--- config.mk ---
export PLATFORM = sky130hd
export DESIGN_NAME = teq_csr
export DESIGN_NICKNAME = d
export VERILOG_FILES = /design/src/hw/rtl/teq_pkg.sv /design/src/hw/rtl/teq_csr.sv
export SDC_FILE = /design/constraint.sdc
export NUM_CORES = 1
export LEC_CHECK = 0
export ABC_AREA = 1
export BUFFER_PORTS_ARGS = -buffer_cell sky130_fd_sc_hd__buf_4
export CELL_PAD_IN_SITES_DETAIL_PLACEMENT = 1
export CELL_PAD_IN_SITES_GLOBAL_PLACEMENT = 1
export CORE_MARGIN = 5
export CORE_UTILIZATION = 25
export CTS_CLUSTER_DIAMETER = 40
export CTS_CLUSTER_SIZE = 10
export DETAILED_ROUTE_END_ITERATION = 16
export PLACE_DENSITY = 0.73
export SYNTH_ARGS = -nofsm -noshare
export SYNTH_HDL_FRONTEND = slang
export SYNTH_SLANG_ARGS = --single-unit
export TNS_END_PERCENT = 1
--- constraint.sdc ---
create_clock -name clock -period 0.83 [get_ports clock]
set_input_delay 0.1245 -clock clock [delete_from_list [all_inputs] [get_ports clock]]
set_output_delay 0.1245 -clock clock [all_outputs]
set_load 0.01 [all_outputs]
--- src/hw/rtl/teq_pkg.sv ---
// ----------------------------------------------------------------------------
// teq_pkg
// Types, codes and helpers shared by the timed event queue modules.
// ----------------------------------------------------------------------------
package teq_pkg;

   localparam int ELEM_W   = 6;
   localparam int TIME_W   = 64;
   localparam int TYPE_W   = 3;
   localparam int STAT_W   = 3;
   localparam int ID_RANGE = 2 ** ELEM_W;
   localparam int ADDR_W   = 4;
   localparam int DATA_W   = 64;

   localparam logic [TYPE_W-1:0] REQ_INSERT = 3'd0;
   localparam logic [TYPE_W-1:0] REQ_CANCEL = 3'd1;
   localparam logic [TYPE_W-1:0] REQ_FRAME  = 3'd2;
   localparam logic [TYPE_W-1:0] REQ_POP    = 3'd3;
   localparam logic [TYPE_W-1:0] REQ_CLEAR  = 3'd4;

   localparam logic [STAT_W-1:0] STAT_DONE        = 3'd0;
   localparam logic [STAT_W-1:0] STAT_DISABLED    = 3'd1;
   localparam logic [STAT_W-1:0] STAT_PENDING     = 3'd2;
   localparam logic [STAT_W-1:0] STAT_NOT_PENDING = 3'd3;
   localparam logic [STAT_W-1:0] STAT_NONE_DUE    = 3'd4;

   localparam logic [TIME_W-1:0] FRAME_SPAN_RESET = 64'd50000000000;
   localparam logic [TIME_W-1:0] SIM_TIME_RESET   = 64'd1;

   typedef struct packed {
      logic [TYPE_W-1:0] req_type;
      logic [ELEM_W-1:0] element_id;
      logic [TIME_W-1:0] delay;
   } teq_req_type;

   typedef struct packed {
      logic [STAT_W-1:0] status;
      logic [ELEM_W-1:0] popped_element;
      logic [TIME_W-1:0] event_time;
      logic [TIME_W-1:0] current_time;
   } teq_rsp_type;

   typedef struct packed {
      logic              accept_events;
      logic [TIME_W-1:0] frame_span;
   } teq_csr_type;

   typedef enum logic [2:0] {
      CELL_HOLD,
      CELL_INSERT,
      CELL_REMOVE,
      CELL_SHIFT,
      CELL_CLEAR
   } teq_cell_op_type;

   typedef struct packed {
      teq_cell_op_type   op;
      logic [ELEM_W-1:0] id;
      logic [TIME_W-1:0] stamp;
   } teq_cell_ctrl_type;

   typedef struct packed {
      logic              valid;
      logic [ELEM_W-1:0] id;
      logic [TIME_W-1:0] stamp;
   } teq_entry_type;

   function automatic logic [TIME_W-1:0] sat_add(input logic [TIME_W-1:0] a,
                                                 input logic [TIME_W-1:0] b);
      logic [TIME_W:0] sum;
      sum = {1'b0, a} + {1'b0, b};
      return sum[TIME_W] ? {TIME_W{1'b1}} : sum[TIME_W-1:0];
   endfunction

endpackage

--- src/hw/rtl/teq_csr.sv ---
// ----------------------------------------------------------------------------
// teq_csr
// APB register file: accept_events at byte 0, frame_span at byte 8.
// ----------------------------------------------------------------------------
module teq_csr (
   input  logic                        clock,
   input  logic                        reset,
   input  logic                        csr_psel,
   input  logic                        csr_penable,
   input  logic                        csr_pwrite,
   input  logic [teq_pkg::ADDR_W-1:0]  csr_paddr,
   input  logic [teq_pkg::DATA_W-1:0]  csr_pwdata,
   output logic [teq_pkg::DATA_W-1:0]  csr_prdata,
   output logic                        csr_pready,
   output teq_pkg::teq_csr_type        csr_regs
);
   import teq_pkg::*;

   logic              accept_ff, accept_in;
   logic [TIME_W-1:0] span_ff, span_in;
   logic              wr_en;

   assign wr_en      = csr_psel && csr_penable && csr_pwrite;
   assign csr_pready = 1'b1;

   always_comb begin
      accept_in = accept_ff;
      span_in   = span_ff;
      if (wr_en) begin
         if (csr_paddr[3]) begin
            span_in = csr_pwdata;
         end else begin
            accept_in = csr_pwdata[0];
         end
      end
   end

   always_ff @(posedge clock) begin
      if (reset) begin
         accept_ff <= 1'b0;
         span_ff   <= FRAME_SPAN_RESET;
      end else begin
         accept_ff <= accept_in;
         span_ff   <= span_in;
      end
   end

   always_comb begin
      if (csr_paddr[2:0] != 3'd0) begin
         csr_prdata = '0;
      end else if (csr_paddr[3]) begin
         csr_prdata = span_ff;
      end else begin
         csr_prdata = {{(DATA_W-1){1'b0}}, accept_ff};
      end
   end

   assign csr_regs.accept_events = accept_ff;
   assign csr_regs.frame_span    = span_ff;

endmodule

==> run_results.csv <==
group,metric,value,unit
synthesis,synthDistinctLibCells,17,
layout,layout-drive-gt1-share,53.7,%
power,leakage,2.99,nW
synthesis,synth_compound_gate_area_share,0.306,%
synthesis,synth.most_common_cell,"nor2_1",
synthesis,yosysTopAreaCell,"dfxtp_1",
sta,period_share,137,%
setup_path,cp_cell_sequence,"buf_4, nor2_4, nand2_8, buf_12, nor2_4, buf_4",
synthesis,synth_top_family_by_area,"simple AND/OR/NAND/NOR gates",
outcome,violations,"setup timing",
detailed_routing,totalWireLength,13900,µm
global_route,grt_pass1_wl,22600,µm
synthesis,synthArstFlopShare,0,%
synthesis,syn_nets,613,
placed_design,placed_cells,918,
layout,fin_nets,830,
placed_design,gp_congestion,0.775,
floorplanning,io-pin-count,203,
power,peakVddDrop,0.834,mV
global_route,antenna_found_initial,0,
sta,worst_slack,-0.308,ns
synthesis,synthCells,540,
clock_network,clk_pin_slew,0.05,ns
setup_path,critPathKind,"in -> out",
setup_path,rr_startpoint,"accept_ff$_SDFFE_PP0P_",
global_route,grt_pass1_vias,4469,
synthesis,synth.mux.area_fraction,0,%
job,drv_cap,0,
floorplanning,initial_core_util,25.7,%
global_route,gr-usage-all-layers,17.5,%
floorplanning,rows,41,
clock_network,post_cts.repair.setup_buffers,0,
synthesis,avgSynthCellArea,6.06,µm²
clock_network,hold_buffers,0,
synthesis,synthesis.area,3270,µm²
clock_network,clkSinkCount,65,
synthesis,synth_fa_ha_area_share,0,%
floorplanning,core_area,12700,µm²
synthesis,synthTopCellsByCount,"163 x nor2_1, 147 x nand2_1, 65 x dfxtp_1, 65 x nand3_1, 51 x inv_1",
detailed_routing,vias,4119,
detailed_routing,drt-initial-drc-count,134,
layout,syn_to_final_growth,93.5,%
setup_path,critPathLaunch,"csr_paddr[2]",
synthesis,synth_seq_cells,65,
power,powerDensity,1380,nW/µm²
synthesis,synth-simple-area-share,46.9,%
layout,fillerInstances,1622,
placed_design,hpwl,10500,µm
synthesis,synth_area_leaders,"dfxtp_1 40%, nor2_1 19%, nand2_1 17%",
sta,final.min_clock_period,1.14,ns
layout,final-instance-count-excl-fill,933,
detailed_routing,drc,0,
clock_network,clock_latency,0.32,ns
clock_network,numCtsBuffers,9,
setup_path,crit_path_end_kind,"output port",
sta,hold_viol,0,
setup_path,critPathRequiredTime,0.71,ns
sta,finalSetupViolCount,129,
hold_path,holdCritStartpoint,"csr_pwdata[31]",
detailed_routing,wl_per_cell,14.9,µm
floorplanning,die-area,15500,µm²
detailed_routing,first_pass_iters,4,
clock_network,cts_tree,"built",
layout,antenna_cells,0,
setup_path,startpoint_type,"primary input",
outcome,status,"complete, but fails checks",
synthesis,synth_xor_area_share,0,%
setup_path,cp_slowest_cell,"buf_12",
setup_path,critPathMaxStageDelay,0.21,ns
global_route,grt_overflow,0,
detailed_routing,routed_via_density,4.41,
sta,maxClockFrequency,0.879,GHz
clock_network,htreeDepth,3,
synthesis,yosys_warnings,0,
global_route,grt_max_degree,47,
clock_network,cts_root_buf,"clkbuf_16",
sta,rsz0062_at_grt,"yes",
synthesis,synth_top_cell_area_share,39.7,%
detailed_routing,ant_nets,0,
placed_design,port_buffers,201,
floorplanning,die-width,124,µm
synthesis,ys.flop_type,"dfxtp_1",
setup_path,cp.arrival,1.01,ns
synthesis,ys_seq_area_share,39.7,%
power,power,0.00871,W
floorplanning,die_y,124,µm
synthesis,synth-edff-count,0,
hold_path,hp-class,"in -> reg",
setup_path,crit_fanout,17,
sta,maxSlewViolCount,0,
sta,skew,0,ns
clock_network,cts_max_path_buffers,2,
[critical path: cells and delay by family]
family | cells | cell delay (ns)
simple gates | 3 | 0.42
buf+inv | 3 | 0.45
[sequential cells by signal (all words and copies together) (netlist names)]
signal / cells
span_ff: 64
accept_ff: 1
[layout make-up]
cell class                      instances  area, µm²  share of cell area, %
Tap cell                              172        215                   3.40
Clock inverter                          3       40.0                  0.632
Multi-Input combinational cell        382       1970                   31.1
Sequential cell                        65       1400                   22.1
Timing Repair Buffer                  246       2250                   35.5
Inverter                               53        199                   3.14
Clock buffer                           12        256                   4.05
[cells by family after synthesis]
logic type	count (synthesis)
flops	65
simple gates	379
buf+inv	93
other cells	1
compound gates	2
[repair_timing]
action	4_1_cts	5_1_grt
resized for setup	117	46
setup endpoints to repair	129	132
pin swaps	2	2
[final timing paths]
kind	slack (ns)	cells after the start	end
hold / removal	0.02	3	span_ff[31]$_SDFFE_PP1P_
setup reg to reg	0.10	3	accept_ff$_SDFFE_PP0P_
setup / recovery	-0.31	6	csr_prdata[6]
hold reg to reg	0.48	2	span_ff[33]$_SDFFE_PP1P_
[metal layers]
metal | wire length, µm | vias up | GRT usage [%]
met5 | 0 | - | 0
met4 | 208 | 0 | 5.35
met3 | 891 | 15 | 4.89
met2 | 7140 | 125 | 32.3
met1 | 5710 | 1939 | 19.5
li1 | - | 2040 | -
[metrics by stage]
stage | utilization, % | instance area, µm² | setup slack (ns) | setup TNS [ns] | hold WS (ns)
after floorplan | - | 3810 | -0.00268 | -0.129 | 0.251
after global placement | 44.1 | 5610 | -0.279 | -26.75 | 0.338
after detailed placement | 44.1 | 5610 | -0.310 | -29.21 | 0.344
after CTS | 48.8 | 6210 | -0.322 | -24.95 | 0.00780
after global routing | 49.8 | 6330 | -0.339 | -27.18 | 0.0143
final | 49.8 | 6330 | -0.308 | -23.32 | 0.0160
[layout by cell type (no fill, tap or decap)]
cell       count
nand3_2        1
clkbuf_1       1
inv_1         50
nor2_4        42
a21oi_1        1
dfxtp_2       54
nor2_1        99
dfxtp_1        2
buf_12         9
dfxtp_4        9
nand2_2       13
nand3_1       65
nand2_8        1
bufinv_16      1
clkbuf_16      9
conb_1         1
a21oi_2        1
clkinv_2       2
nor2_8         1
nand2_4        1
buf_4        160
clkbuf_8       2
nand2_1      133
nor2_2        23
inv_2          3
buf_6         77
[report_power, final]
part	internal (W)	switching, W
Combinational	0.000783	0.000779
Sequential	0.00323	0.000105
Clock	0.00246	0.00135
Total	0.00648	0.00223
No activity file was read; power rests on OpenSTA's default activity.
