**src/hw/rtl/teq_pkg.sv**
```systemverilog
// ----------------------------------------------------------------------------
// teq_pkg
// Types, codes and helpers shared by the timed event queue modules.
// ----------------------------------------------------------------------------
package teq_pkg;

   localparam int ELEM_W   = 6;
   localparam int TIME_W   = 64;
   localparam int TYPE_W   = 3;
   localparam int STAT_W   = 3;
   localparam int ID_RANGE = 2 ** ELEM_W;
   localparam int ADDR_W   = 4;
   localparam int DATA_W   = 64;

   localparam logic [TYPE_W-1:0] REQ_INSERT = 3'd0;
   localparam logic [TYPE_W-1:0] REQ_CANCEL = 3'd1;
   localparam logic [TYPE_W-1:0] REQ_FRAME  = 3'd2;
   localparam logic [TYPE_W-1:0] REQ_POP    = 3'd3;
   localparam logic [TYPE_W-1:0] REQ_CLEAR  = 3'd4;

   localparam logic [STAT_W-1:0] STAT_DONE        = 3'd0;
   localparam logic [STAT_W-1:0] STAT_DISABLED    = 3'd1;
   localparam logic [STAT_W-1:0] STAT_PENDING     = 3'd2;
   localparam logic [STAT_W-1:0] STAT_NOT_PENDING = 3'd3;
   localparam logic [STAT_W-1:0] STAT_NONE_DUE    = 3'd4;

   localparam logic [TIME_W-1:0] FRAME_SPAN_RESET = 64'd50000000000;
   localparam logic [TIME_W-1:0] SIM_TIME_RESET   = 64'd1;

   typedef struct packed {
      logic [TYPE_W-1:0] req_type;
      logic [ELEM_W-1:0] element_id;
      logic [TIME_W-1:0] delay;
   } teq_req_type;

   typedef struct packed {
      logic [STAT_W-1:0] status;
      logic [ELEM_W-1:0] popped_element;
      logic [TIME_W-1:0] event_time;
      logic [TIME_W-1:0] current_time;
   } teq_rsp_type;

   typedef struct packed {
      logic              accept_events;
      logic [TIME_W-1:0] frame_span;
   } teq_csr_type;

   typedef enum logic [2:0] {
      CELL_HOLD,
      CELL_INSERT,
      CELL_REMOVE,
      CELL_SHIFT,
      CELL_CLEAR
   } teq_cell_op_type;

   typedef struct packed {
      teq_cell_op_type   op;
      logic [ELEM_W-1:0] id;
      logic [TIME_W-1:0] stamp;
   } teq_cell_ctrl_type;

   typedef struct packed {
      logic              valid;
      logic [ELEM_W-1:0] id;
      logic [TIME_W-1:0] stamp;
   } teq_entry_type;

   function automatic logic [TIME_W-1:0] sat_add(input logic [TIME_W-1:0] a,
                                                 input logic [TIME_W-1:0] b);
      logic [TIME_W:0] sum;
      sum = {1'b0, a} + {1'b0, b};
      return sum[TIME_W] ? {TIME_W{1'b1}} : sum[TIME_W-1:0];
   endfunction

endpackage

```
**src/hw/rtl/teq_cell.sv**
```systemverilog
// ----------------------------------------------------------------------------
// teq_cell
// One slot of the sorted queue. Holds an element and its event time and
// moves data to or from its neighbors on insert, cancel and pop.
// ----------------------------------------------------------------------------
module teq_cell (
   input  logic                        clock,
   input  logic                        reset,
   input  teq_pkg::teq_cell_ctrl_type  ctrl,
   input  teq_pkg::teq_entry_type      left_entry,
   input  logic                        left_keep,
   input  teq_pkg::teq_entry_type      right_entry,
   input  logic                        hit_in,
   output teq_pkg::teq_entry_type      entry,
   output logic                        keep,
   output logic                        hit_out
);
   import teq_pkg::*;

   teq_entry_type ent_ff, ent_in;

   // keep: this slot stays ahead of the new event
   assign keep    = ent_ff.valid && (ent_ff.stamp < ctrl.stamp);
   assign hit_out = hit_in || (ent_ff.valid && (ent_ff.id == ctrl.id));

   always_comb begin
      ent_in = ent_ff;
      case (ctrl.op)
         CELL_INSERT: begin
            if (!keep) begin
               if (left_keep) begin
                  ent_in.valid = 1'b1;
                  ent_in.id    = ctrl.id;
                  ent_in.stamp = ctrl.stamp;
               end else begin
                  ent_in = left_entry;
               end
            end
         end
         CELL_REMOVE: begin
            if (hit_out) begin
               ent_in = right_entry;
            end
         end
         CELL_SHIFT: begin
            ent_in = right_entry;
         end
         CELL_CLEAR: begin
            ent_in.valid = 1'b0;
         end
         default: begin
            ent_in = ent_ff;
         end
      endcase
   end

   always_ff @(posedge clock) begin
      if (reset) begin
         ent_ff <= '0;
      end else begin
         ent_ff <= ent_in;
      end
   end

   assign entry = ent_ff;

endmodule

```
**config.mk**
```make
export PLATFORM = sky130hd
export DESIGN_NAME = teq_cell
export DESIGN_NICKNAME = d
export VERILOG_FILES = /design/src/hw/rtl/teq_pkg.sv /design/src/hw/rtl/teq_cell.sv
export SDC_FILE = /design/constraint.sdc
export NUM_CORES = 1
export LEC_CHECK = 0
export BUFFER_PORTS_ARGS = -buffer_cell sky130_fd_sc_hd__buf_2
export CORE_AREA = 2 2 105 148
export DETAILED_ROUTE_END_ITERATION = 10
export DIE_AREA = 0 0 107 150
export GPL_TIMING_DRIVEN = 1
export PLACE_DENSITY = 0.79
export SLEW_MARGIN = 20
export SYNTH_ARGS = -nofsm -noshare
export SYNTH_HDL_FRONTEND = slang
export SYNTH_SLANG_ARGS = --single-unit
```
**constraint.sdc**
```tcl
create_clock -name clock -period 2.6 [get_ports clock]
set_input_delay 0.39 -clock clock [delete_from_list [all_inputs] [get_ports clock]]
set_output_delay 0.39 -clock clock [all_outputs]
set_load 0.05 [all_outputs]
```
==> run metrics, run 1 <==
largest net degree at the start of global routing=143; cts hold-fix bufs=0; nets@finish=roughly 1,400; Crit. End Element=flop; Area growth, synth to finish=44.4%; post-synth cell types=40; fillers=around 1,300; antenna violations before repair=2; Yosys top cell by area=dfxtp_1; kind of critical path=reg -> reg; post-route clock period utilization=1.12; max reg flops=71; unrepaired setup endpoints after global routing=yes; Compound-Gate Fraction of Synth Area=0.114; # rows=53; Synth Area in Adders=0.126; Synth Cell Area=just over 6000 um2; gr usage total=0.233; final setup violating endpoints=72; post-DR vias/cell=just over 5; Worst EP required=between 2000 and 3000 ps; Final Max Slew Viols=0; placed insts=roughly 1,300; Syn Nets=1,067; number of synthesized flops with an enable pin=0; FMAX=343 MHz; Die Height=150 um; CTS root buffer=clkbuf_16; most common cell after layout, fill and taps aside=buf_2; failing checks=negative setup slack; WL final=19,600 um; setup ws final=-315 ps; worst vdd ir=about 360 uV; run status=finished with violations; Worst Tran Pin Value=slightly above 600 ps; #FFs+latches synth=71; Yosys top cell area share=0.228; Crit path arrival time=3130 ps; multiplexer share of the synthesized area=0.247; Die ar.=roughly 16,000 um2; share of post-route cells with drive strength above 1=0.456; total gr overflow=0; core area=~15,000 um2; Pleak=roughly 0.0050 uW; syn avg cell area=just under 8 um2; DR iter-0 viols=between 200 and 300; CTS H-Tree Depth=3; Post-Place Worst Slack=-598 ps; worst-case clock buffer depth=2; Final HPWL DP=~15,000 um; Clock Skews=about 12 ps; TritonCTS buffer count=9; clk sinks=71; most frequent cells in the layout=288 x buf_2, 153 x nor2_1, 93 x a21oi_1; critical path fanouts, max=6; crit path launch type=flop; HP Class=in -> reg; number of global-route vias before repair=approximately 6,500; first-pass GRT wire length=29,800 um; later-pin clock latency in the skew report=roughly 330 ps; final instance area=9010 um2; die width=between 100 and 150 um; Warnings, synthesis=0; via count=6,619; largest family of logic cells by synthesized area=multiplexers; Max-cap violations=0; Final Wtd Congestion=0.868; TritonCTS clock tree=yes; final hold viol count=0; 1st-pass router iterations=4; post-layout min period=between 2000 and 3000 ps; asr flop ratio synth=0; I/O Buffers=just under 300; post-synthesis xor/xnor area fraction=0.00843; # IOs=292; cells after synthesis=a little under 800; DR DRC count=0; power density over the cells=446 nW/um2; Max-slew headroom=0.585; area post-placement=roughly 8400 um2; non-filler cells, final=between 1,000 and 1,500; Final ANT Viol Nets=0; register area share after synthesis=0.228; synth top area cells=dfxtp_1 23%, ha_1 13%, mux2i_1 11%; Initial Util=0.422; ys flop type=dfxtp_1; Post-Synth Simple-Gate Area=0.201; WL per Instance=between 15 and 20 um; clock slew seen by the registers of the worst setup and hold paths=approximately 60 ps
## timing repair
item,in CTS,in global routing
buffers inserted,4,5
resized for setup,25,6
gates cloned,2,2
pin swaps,13,2
endpoints found under the setup margin,72,72
## per-stage QoR
step	utilization	power, uW	hold WS [ps]	TNS (ps)
detailed placement	0.568	2650	595	-38000
CTS	0.603	4040	389	-20270
global placement	0.568	2610	586	-29290
floorplan	-	2140	632	-9630
finish	0.609	4020	419	-20230
global route	0.609	4240	434	-28540
## final timing paths
path,start,to,slack [ps],depth (start not counted)
setup / recovery,entry[51]$_SDFFE_PP0P_,entry[48]$_SDFFE_PP0P_,-320,11
setup reg to reg,entry[51]$_SDFFE_PP0P_,entry[48]$_SDFFE_PP0P_,-320,11
hold / removal,right_entry[8],entry[8]$_SDFFE_PP0P_,420,4
hold reg to reg,entry[8]$_SDFFE_PP0P_,entry[8]$_SDFFE_PP0P_,610,2
## area by class of cell
type                       count  area (um2)  share of cell area
multi-input combinational    603        4540               0.504
timing repair buffer         360        2190               0.243
clock buffer                  11         233              0.0258
clock inverter                 5        82.6             0.00917
tap                          192         240              0.0267
antenna                        1        2.50            0.000278
sequential                    71        1480               0.164
inverter                      65         244              0.0271
## routing by layer
layer  global-route usage  vias to the layer above  share of wire
met5                    0                        -        0.00056
met2                0.439                      239           0.53
met3               0.0505                       59          0.059
li1                     -                     3308              -
met4                0.112                        2          0.040
met1                0.240                     3011           0.37
## cells by family (layout without fill, tap and decap cells)
group           Yosys count  count (layout)
simple gates            268             268
mux                     141             141
compound gates          125             125
buf+inv                 111             441
flops                    71              71
fa+ha+maj                63              63
xor+xnor                  6               6
other cells               0               1
## synthesized netlist by cell type, drive strengths merged (2+ instances only)
cell type,n
clkbuf,32
nor2,154
nand3b,2
xor2,5
and4,2
o21a,5
dfxtp,71
nand4,11
o31ai,2
ha,63
mux2,71
a21o,3
o21ai,8
a2111oi,2
nand3,4
nand2,16
a21oi,97
mux2i,70
nor3,2
o2111ai,2
inv,65
nor2b,71
buf,14
## critical path, cell delays in order, from the launching register on
cell	delay, ps
dfxtp_2	340
ha_4	280
nand4_1	120
or4_4	570
nand3b_1	200
nand4b_1	210
o2111ai_2	220
buf_4	160
o31ai_4	90
buf_6	170
clkbuf_16	160
mux2_4	280
## report_power, final
group          internal (uW)  leakage (uW)  switching [uW]
Combinational            646       0.00422             819
Clock                    843      0.000154             484
Sequential              1170      0.000599            56.5
No activity file was read; power rests on OpenSTA's default activity.
==> inputs of run 2 (changes only) <==
--- a/config.mk
+++ b/config.mk
@@ -5,10 +5,11 @@
 export SDC_FILE = /design/constraint.sdc
 export NUM_CORES = 1
 export LEC_CHECK = 0
+export ABC_AREA = 1
 export BUFFER_PORTS_ARGS = -buffer_cell sky130_fd_sc_hd__buf_2
-export CORE_AREA = 2 2 105 148
+export CORE_AREA = 2 2 103 145
 export DETAILED_ROUTE_END_ITERATION = 10
-export DIE_AREA = 0 0 107 150
+export DIE_AREA = 0 0 105 147
 export GPL_TIMING_DRIVEN = 1
 export PLACE_DENSITY = 0.79
 export SLEW_MARGIN = 20
==> run metrics, run 2 <==
run status=completed; cells after synthesis=approximately 940; most frequent cell after synthesis=nand2_1; leading cell types by count after synthesis=199 x nand2_1, 100 x a21oi_1, 94 x nor2_1, 85 x inv_1, 85 x nand3_1; Yosys top cell by area=dfxtp_1; clock slew seen by the registers of the worst setup and hold paths=around 60 ps; FMAX=~400 MHz; Pleak=~0.0042 uW; largest net degree at the start of global routing=141; total gr overflow=0; cts hold-fix bufs=0; Max-cap violations=0; Max-slew headroom=0.620; unrepaired setup endpoints after global routing=no; largest family of logic cells by synthesized area=simple AND/OR/NAND/NOR gates; CP max stage cell=dfxtp_1; post-route clock period utilization=0.967; syn avg cell area=6.36 um2; Final ANT Viol Nets=0; CTS H-Tree Depth=3; final hold viol count=0; final setup violating endpoints=0; Worst Tran Pin Value=566 ps; gr usage total=0.241; most common cell after layout, fill and taps aside=buf_2; worst-case clock buffer depth=2; max reg flops=between 70 and 80; cells along the critical path=ha_1 > nand2_1 > nand4_1 > nor3_2 > nand2_2 > a21oi_4 > and2_1 > buf_6; post-synth cell types=30; Warnings, synthesis=0; post-DR vias/cell=slightly above 5; Final Wtd Congestion=0.939; asr flop ratio synth=0; Synth Area in Adders=0.132; Die Height=about 150 um; via count=between 7,000 and 8,000; kind of critical path=reg -> out; post-synthesis xor/xnor area fraction=0.00293; WL final=around 19,000 um; TritonCTS clock tree=yes; Syn Nets=about 1,200; critical path fanouts, max=4; Compound-Gate Fraction of Synth Area=0.245; multiplexer share of the synthesized area=0; DR iter-0 viols=374; register area share after synthesis=0.238; Post-Place Worst Slack=around 57 ps; HP Class=in -> reg; Yosys top cell area share=0.238; Die ar.=between 15,000 and 20,000 um2; setup TNS=0 ps; Core Util, Final=0.552; post-layout min period=2510 ps; WL per Instance=around 14 um; first-pass GRT wire length=30,400 um; Final Max Slew Viols=0; I/O Buffers=between 200 and 300; antenna violations before repair=0; CP peak stage delay=380 ps; final instance area=roughly 7800 um2; core area=between 10,000 and 15,000 um2; # IOs=just under 300; Crit path arrival time=2120 ps; Post-Synth Simple-Gate Area=0.271; Synth Cell Area=between 5000 and 6000 um2; Crit. End Element=output pin; share of post-route cells with drive strength above 1=0.274; worst vdd ir=~300 uV; DR DRC count=0; Clock Skews=between 9 and 10 ps; crit path launch type=flop; number of global-route vias before repair=about 6,600; ANT cells=0; clk sinks=just over 70; ys flop type=dfxtp_1; TritonCTS buffer count=9; #FFs+latches synth=between 70 and 80; synth top area cells=dfxtp_1 24%, ha_1 13%, nand2_1 13%; power density over the cells=just over 500 nW/um2; number of synthesized flops with an enable pin=0; later-pin clock latency in the skew report=330 ps; most frequent cells in the layout=290 x buf_2, 198 x nand2_1, 100 x a21oi_1; Worst EP required=2210 ps; nets@finish=about 1,500; # rows=between 50 and 60; area post-placement=~7500 um2; CTS root buffer=clkbuf_16; Initial Util=0.421; die width=105 um; 1st-pass router iterations=4; setup ws final=approximately 86 ps; Final HPWL DP=approximately 15,000 um; Area growth, synth to finish=31.1%
## run 2: cell types whose count changed after synthesis, moves of 10 or more
cell,change
nand2_1,+183
mux2_2,-60
mux2i_1,-70
nor2_1,-60
buf_2,+16
mux2_4,-10
inv_1,+20
nand3_1,+81
nor2b_1,-71
buf_4,+11
o211ai_1,+66
o21ai_0,+69
## run 2: cell families (layout without fill, tap and decap cells)
group                      Yosys count  after routing
adders and majority gates           63             63
xor gates and xnor gates             2              2
and+or+nand+nor                    393            393
DFF                                 71             71
buffers and inverters              155            404
AOI/OAI and AO/OA                  255            255
## run 2: final cells by class
cell class	count	area, um2
timing repair buffer	301	1610
clock buffer	13	270
clock inverter	3	40.0
tap	189	236
multi-input combinational	713	3920
fill	1468	6350
sequential	71	1420
inverter	87	330
## run 2: repair_timing
item,in CTS,in global routing
endpoints found under the setup margin,1,1
resized for setup,1,7
buffers inserted,0,0
pin swaps,0,1
## run 2: routing by layer
metal,vias to the layer above,part of all wire,routed length (um),global-route usage
met4,0,0.029,550,0.100
met3,41,0.056,1070,0.0492
met5,-,0,0,0
met1,3083,0.40,7620,0.264
met2,244,0.52,9900,0.448
li1,3666,-,-,-
## run 2: where the power goes
group	leakage (uW)	total (uW)	switching, uW	internal, uW
sequential	0.000588	1270	83.5	1190
combinational	0.00350	1420	922	496
clock	0.000156	1270	455	819
total	0.00424	3960	1460	2500
## run 2: worst paths after layout
| path | end | slack [ps] | from | depth (start not counted) |
|---|---|---|---|---|
| worst max-delay path | keep | 90 | entry[63]$_SDFFE_PP0P_ | 8 |
| worst min-delay path | entry[33]$_SDFFE_PP0P_ | 440 | right_entry[33] | 5 |
| worst max register to register | entry[12]$_SDFFE_PP0P_ | 360 | entry[63]$_SDFFE_PP0P_ | 11 |
| worst min register to register | entry[0]$_SDFFE_PP0P_ | 510 | entry[0]$_SDFFE_PP0P_ | 2 |
## run 2: critical path, delay by kind of cell, from the launching register on
family                     cells  cell delay, ps
and+or+nand+nor                5             780
adders and majority gates      1             290
DFF                            1             380
buffers and inverters          1             160
AOI/OAI and AO/OA              1             180
## run 2: through the flow
| stage | hold slack (ps) | total power [uW] | cells |
|---|---|---|---|
| 3_3_place_gp | 489 | 2680 | 1361 |
| 6_report | 437 | 3960 | 1377 |
| 2_1_floorplan | 561 | 2270 | 939 |
| 3_5_place_dp | 500 | 2700 | 1361 |
| 4_1_cts | 428 | 3990 | 1377 |
| 5_1_grt | 451 | 4220 | 1377 |
